===== config.mk =====
export PLATFORM = sky130hd
export DESIGN_NAME = mtc_queue
export DESIGN_NICKNAME = d
export VERILOG_FILES = /design/src/hdl/mtc_pkg.sv /design/src/hdl/mtc_queue.sv
export SDC_FILE = /design/constraint.sdc
export NUM_CORES = 1
export LEC_CHECK = 0
export ABC_AREA = 0
export BUFFER_PORTS_ARGS = -buffer_cell sky130_fd_sc_hd__buf_4
export CAP_MARGIN = 20
export CORE_MARGIN = 1
export CORE_UTILIZATION = 50
export CTS_BUF_LIST = sky130_fd_sc_hd__clkbuf_4 sky130_fd_sc_hd__clkbuf_8
export DETAILED_ROUTE_END_ITERATION = 16
export PLACE_DENSITY = 0.74
export SLEW_MARGIN = 20
export SYNTH_ARGS = -nofsm -noshare
export SYNTH_HDL_FRONTEND = slang
export SYNTH_SLANG_ARGS = --single-unit

===== constraint.sdc =====
create_clock -name i_clk -period 2.35 [get_ports i_clk]
set_clock_uncertainty 0.15 [all_clocks]
set_input_delay 0.235 -clock i_clk [delete_from_list [all_inputs] [get_ports i_clk]]
set_output_delay 0.235 -clock i_clk [all_outputs]
set_load 0.05 [all_outputs]

===== src/hdl/mtc_pkg.sv =====
`default_nettype none
package mtc_pkg;

    // Default number of fraction bits in the result fields.
    localparam int OUT_FRAC_BITS_DEF = 8;

    // Quotient bits produced by the divider pipelines.
    localparam int Q_W = 24;
    // Divisor widths: r*r for X and Y, |D| for Z.
    localparam int RR_W = 28;
    localparam int DZ_W = 31;
    // Magnitude widths of the numerators before scaling.
    localparam int NUMX_MAG_W = 61;
    localparam int NUMZ_MAG_W = 43;
    // The X and Y denominator carries a factor of 2^17.
    localparam int XY_DEN_SHIFT = 17;

    // Queue between the front and the back.
    localparam int Q_DEPTH = 4;
    localparam int Q_AW = 2;

    // Configuration register indexes.
    localparam logic [2:0] CFG_TRIM_XY   = 3'd0;
    localparam logic [2:0] CFG_TRIM_Z1   = 3'd1;
    localparam logic [2:0] CFG_TRIM_Z2   = 3'd2;
    localparam logic [2:0] CFG_TRIM_Z3   = 3'd3;
    localparam logic [2:0] CFG_TRIM_Z4   = 3'd4;
    localparam logic [2:0] CFG_TRIM_XYZ1 = 3'd5;

    // Overflow codes of the raw axis values.
    localparam logic signed [12:0] MXY_OVF = -13'sd4096;
    localparam logic signed [14:0] MZ_OVF  = -15'sd16384;

    // Output saturation limits.
    localparam logic [23:0] FIELD_POS_MAX = 24'h7FFFFF;
    localparam logic [23:0] FIELD_NEG_MAX = 24'h800000;

    typedef struct packed {
        logic signed [7:0]  x1;
        logic signed [7:0]  y1;
        logic signed [7:0]  x2;
        logic signed [7:0]  y2;
        logic signed [7:0]  xy2;
        logic [7:0]         xy1;
        logic [15:0]        z1;
        logic signed [15:0] z2;
        logic signed [15:0] z3;
        logic signed [15:0] z4;
        logic [14:0]        xyz1;
    } t_trim;

    typedef struct packed {
        logic signed [12:0] mx;
        logic signed [12:0] my;
        logic signed [14:0] mz;
        logic [13:0]        r;
        logic               vx;
        logic               vy;
        logic               vz;
    } t_item;

    // Turn a quotient magnitude into a signed, saturated field.
    function automatic logic [23:0] sat_field(input logic [Q_W-1:0] q, input logic ovf,
                                              input logic neg, input logic ok);
        logic [Q_W:0] mag;
        logic [23:0]  res;
        mag = ovf ? {1'b1, {Q_W{1'b0}}} : {1'b0, q};
        if (!ok) begin
            res = 24'd0;
        end else if (neg) begin
            res = (mag >= (Q_W+1)'(FIELD_NEG_MAX)) ? FIELD_NEG_MAX : 24'(-mag);
        end else begin
            res = (mag > (Q_W+1)'(FIELD_POS_MAX)) ? FIELD_POS_MAX : mag[23:0];
        end
        return res;
    endfunction

endpackage
`default_nettype wire


===== src/hdl/mtc_queue.sv =====
`default_nettype none
module mtc_queue (
    input  wire logic      i_clk,
    input  wire logic      i_rst_n,
    input  wire logic      i_push,
    input  wire mtc_pkg::t_item i_item,
    output logic           o_full,
    input  wire logic      i_pop,
    output logic           o_vld,
    output mtc_pkg::t_item o_item
);
    import mtc_pkg::*;

    t_item           r_mem [0:Q_DEPTH-1];
    logic [Q_AW-1:0] r_wr;
    logic [Q_AW-1:0] r_rd;
    logic [Q_AW:0]   r_cnt;

    assign o_full = (r_cnt == (Q_AW+1)'(Q_DEPTH));
    assign o_vld  = (r_cnt != '0);
    assign o_item = r_mem[r_rd];

    // Pointers and fill count.
    always_ff @(posedge i_clk) begin
        if (!i_rst_n) begin
            r_wr  <= '0;
            r_rd  <= '0;
            r_cnt <= '0;
        end else begin
            if (i_push) begin
                r_wr <= r_wr + 1'b1;
            end
            if (i_pop) begin
                r_rd <= r_rd + 1'b1;
            end
            r_cnt <= r_cnt + (Q_AW+1)'(i_push) - (Q_AW+1)'(i_pop);
        end
    end

    // Item storage.
    always_ff @(posedge i_clk) begin
        if (i_push) begin
            r_mem[r_wr] <= i_item;
        end
    end

endmodule
`default_nettype wire


Word level (Yosys, flattened, before mapping)
Memories as Yosys holds them, arrays and structs flattened. A register that Yosys moved wholly into a read port is not among the register bits.
Index checks and enable logic that the tools add are counted.
- memories kept: 1
- flip-flop bits (word level): 7
- bits of input ports: 62
- memory bits (writable): 232
- output and inout bits: 60
- memory list (name ; depth ; width ; rd ports ; clocked after Yosys merged registers in ; wr ports ; line ; text):
    r_mem ; 4 ; 58 ; 1 ; 1 ; 1 ; mtc_queue.sv:14 ; t_item r_mem [0:Q_DEPTH-1];
- mux-type cells: 4
- reduce and logical (&&, ||, !) cells: 1
- $add $sub $neg: 4
- eq/ne operators: 1
- operators by type and width (operator ; count):
    adder 2 x 1 -> 2 bit (second input constant) ; 2
    2-to-1 mux 2 bit ; 2
    adder 3 x 1 -> 3 bit ; 1
    equality test 3 bit (second input constant) ; 1
    nonzero test 3 bit ; 1
    subtractor 3 x 1 -> 3 bit ; 1
    2-to-1 mux 1 bit ; 2

Depth between registers and ports, before layout
- depth after elaboration: 3
- gate-level depth with buffers: 7
- depth with buffers taken out: 7

Least setup slack after synthesis
No wires, ideal clock.
- path kind: register to register
- start point: reg r_wr[0]
- end point: mem r_mem[2][0] (netlist name) (enable)
- buffers on the path: 0
- stages on the path, launching flop included: 4
- setup slack: -0.135 ns
- required time: 1.778 ns
- arrival time: 1.914 ns
- library setup time: 0.422 ns
- clock period less this slack: 2.485 ns
- path through: dfxtp_1 inv_1 ha_1 and2_1
- RTL lines (what ; line ; text):
    from (decl) ; mtc_queue.sv:15 ; logic [Q_AW-1:0] r_wr;
    from (signal assigned) ; mtc_queue.sv:31 ; r_wr <= r_wr + 1'b1;
    to (decl) ; mtc_queue.sv:14 ;
No word-level cell before the write port.

==> results.yml <==
sta:
  holdWs_ns: 0.316
  max_freq_mhz: 443
  tightestPinTransition_ns: 0.442
  slew_violations: 0
  rsz0062_at_grt: "yes"
  hold_violations: 0
  slew_headroom_pct: 70.5
  finalSetupViolCount: 0
  min_period_over_period_pct: 96.1
  fin_crit_ns: 2.26
  layout_setup_ws_ns: 0.0905
place:
  place_inst: 696
  gp_congestion: 0.695
  port_buffers: 121
  dp_slack_ns: 0.390
  dp.final_hpwl_um: 9740
critical_path:
  required_ns: 1.97
  reg2reg_to: "r_cnt[2]"
  r2r_setup_slack_ns: 0.37
  path_depth: 3
  cp.arrival_ns: 1.87
  critPathKind: "reg -> out"
  cp_cell_sequence: "buf_12 -> mux4_2 -> buf_6"
  cpPeakStageDelay_ns: 0.55
  endpoint_kind: "output port"
  crit_buf_inv: 2
  startpoint_type: "flop"
  endpoint: "o_item[15]"
  path_delay_family: "multiplexers"
  cp_max_fo: 18
  critPathSlowestCell: "mux4_2"
  r2r_start: "r_cnt[0]"
  rr_worst_depth: 7
detailed_routing:
  firstDrtPassIters: 4
  postRouteAntennaNets: 0
  viasPerCell: 5.23
  route.vias.total: 4324
  drtIter0Drc: 217
  routed_wirelength_um: 16500
  drc: 0
  wl_per_cell_um: 20.0
cts:
  numCtsBuffers: 39
  cts_buffer_depth: 3
  clkLatencyLatePin_ns: 0.50
  htree_levels: 2
  path_clk_slew_ns: 0.06
  cts-root-buf: "clkbuf_8"
  tritoncts: "built"
  clock_sinks: 241
die:
  die_height_um: 135
  die_area_um2: 18200
  core_area_um2: 17300
  die_w_um: 135
  start_util_pct: 51.1
  row_count: 48
  ioPinCount: 122
power_and_ir_drop:
  power.density_nw_per_um2: 876
  leakage_nw: 4.07
  ir_drop_v: 0.000491
hold_path:
  hold_path_depth: 2
  hold_class: "in -> reg"
finish:
  drive_gt1_share_pct: 44.8
  final_common_cell: "edfxtp_1"
  fill_cells: 1150
  layout.core_utilization_pct: 67.1
  layout-area-overhead-vs-synth_pct: 31.3
  diodes: 0
  nets: 644
  mostFrequentLayoutCells: "232 x edfxtp_1, 104 x buf_4, 61 x dlygate4sd3_1, 58 x mux4_2, 41 x clkbuf_8"
  fin_cells: 826
logic_synthesis:
  syn-cell-area_um2: 8840
  synthAdderAreaFrac_pct: 1.08
  synth_cells: 346
  ys_seq_area_share_pct: 80.9
  syn-num-nets: 415
  synth_compound_area_share_pct: 0.170
  synth_top_area_share_pct: 78.8
  synth_area_leader_cell: "edfxtp_1"
  avgSynthCellArea_um2: 25.5
  synth.distinct_cells: 21
  ys_ff_latch: 241
  synth_top_family_by_area: "multiplexers"
  muxShareOfSynthArea_pct: 14.9
  yosysWarnings: 0
  synth_xor_area_share_pct: 0.467
  ys_top_cells_by_area: "edfxtp_1 79%, mux4_2 15%, dfxtp_1 2.0%"
  synth_simple_gate_area_share_pct: 0.864
grt:
  track_usage_pct: 19.1
  grt_pass1_vias: 4785
  grt_max_degree: 34
  antenna_found_initial: 0
  grt-ovfl-total: 0
  grt_first_pass_wirelength_um: 25800
flow_run:
  cap_violations: 0
outcome:
  status: "completed"
-- Yosys cell counts --
master    number
and3_1         1
nor2_1         5
a21bo_2        1
dfxtp_1        9
buf_1          3
buf_12         3
buf_2          3
mux4_2        58
nand3b_1       1
mux2i_1        1
buf_6          1
xnor2_1        2
edfxtp_1     232
inv_1          7
xor3_1         1
and2_1         6
a21oi_1        1
buf_4          3
ha_1           6
fa_1           1
or3_1          1
-- final cells by class --
| cell class | count | area, µm² | area share (%) |
|---|---|---|---|
| well taps | 225 | 282 | 2.43 |
| repair buffers | 201 | 1840 | 15.9 |
| multi-input cells | 85 | 1550 | 13.4 |
| clock inverters | 4 | 16.3 | 0.140 |
| clock buffers | 63 | 729 | 6.29 |
| flip-flops and latches | 241 | 7150 | 61.7 |
| inverters | 7 | 26.3 | 0.226 |
-- worst min-delay path by stage --
stage	start	end	slack (ns)
after floorplan	i_item[0]	r_mem[0][0]	0.18
after global placement	i_item[14]	r_mem[0][14]	0.28
after detailed placement	i_item[40]	r_mem[0][40]	0.29
after CTS	i_item[47]	r_mem[3][47]	0.29
after global routing	i_item[28]	r_mem[0][28]	0.29
final	i_item[25]	r_mem[1][25]	0.32
-- sequential cells by signal, summed over array words and instances (netlist names), named ones only --
signal,cells
r_mem,232
r_cnt,3
r_rd,2
r_wr,2
-- power breakdown --
group | internal [mW] | switching, mW
clock | 1.95 | 1.48
sequential | 4.94 | 0.0652
combinational | 0.705 | 1.02
total | 7.59 | 2.57
-- metrics by stage --
step                      instance area (µm²)  TNS, ns  power [mW]
after detailed placement                10100        0        6.68
after CTS                               11500        0        10.2
after global placement                  10100        0        6.63
after floorplan                          8840        0        6.16
after global routing                    11600  -0.0474        10.5
final                                   11600        0        10.2
-- worst register-to-register path, stage by stage, from the launching register on --
cell     delay [ns]
dfxtp_1        0.34
inv_1          0.06
ha_1           0.27
inv_1          0.05
ha_1           0.20
fa_1           0.38
xor3_1         0.38
nor2_1         0.04
-- cell families after synthesis --
group / Yosys count
DFF: 241
muxes: 59
AOI/OAI and AO/OA: 2
xor gates and xnor gates: 3
and+or+nand+nor: 14
adders and majority gates: 7
buffers and inverters: 20
-- repair_timing --
action                     in CTS  in global routing
gates cloned                    0                  0
hold buffers                   61                  0
hold endpoints to repair      241                  0
resized for setup               0                 31
buffers inserted                2                  0
setup endpoints to repair      48                 33
-- per-layer routing --
layer / global-route usage (%) / wire [µm] / vias up
met5: 0 / 0 / -
met1: 25.1 / 6970 / 2215
met4: 5.87 / 214 / 0
met3: 4.88 / 1170 / 20
met2: 31.8 / 8140 / 164
li1: - / - / 1925
No activity file was read; power rests on OpenSTA's default activity.
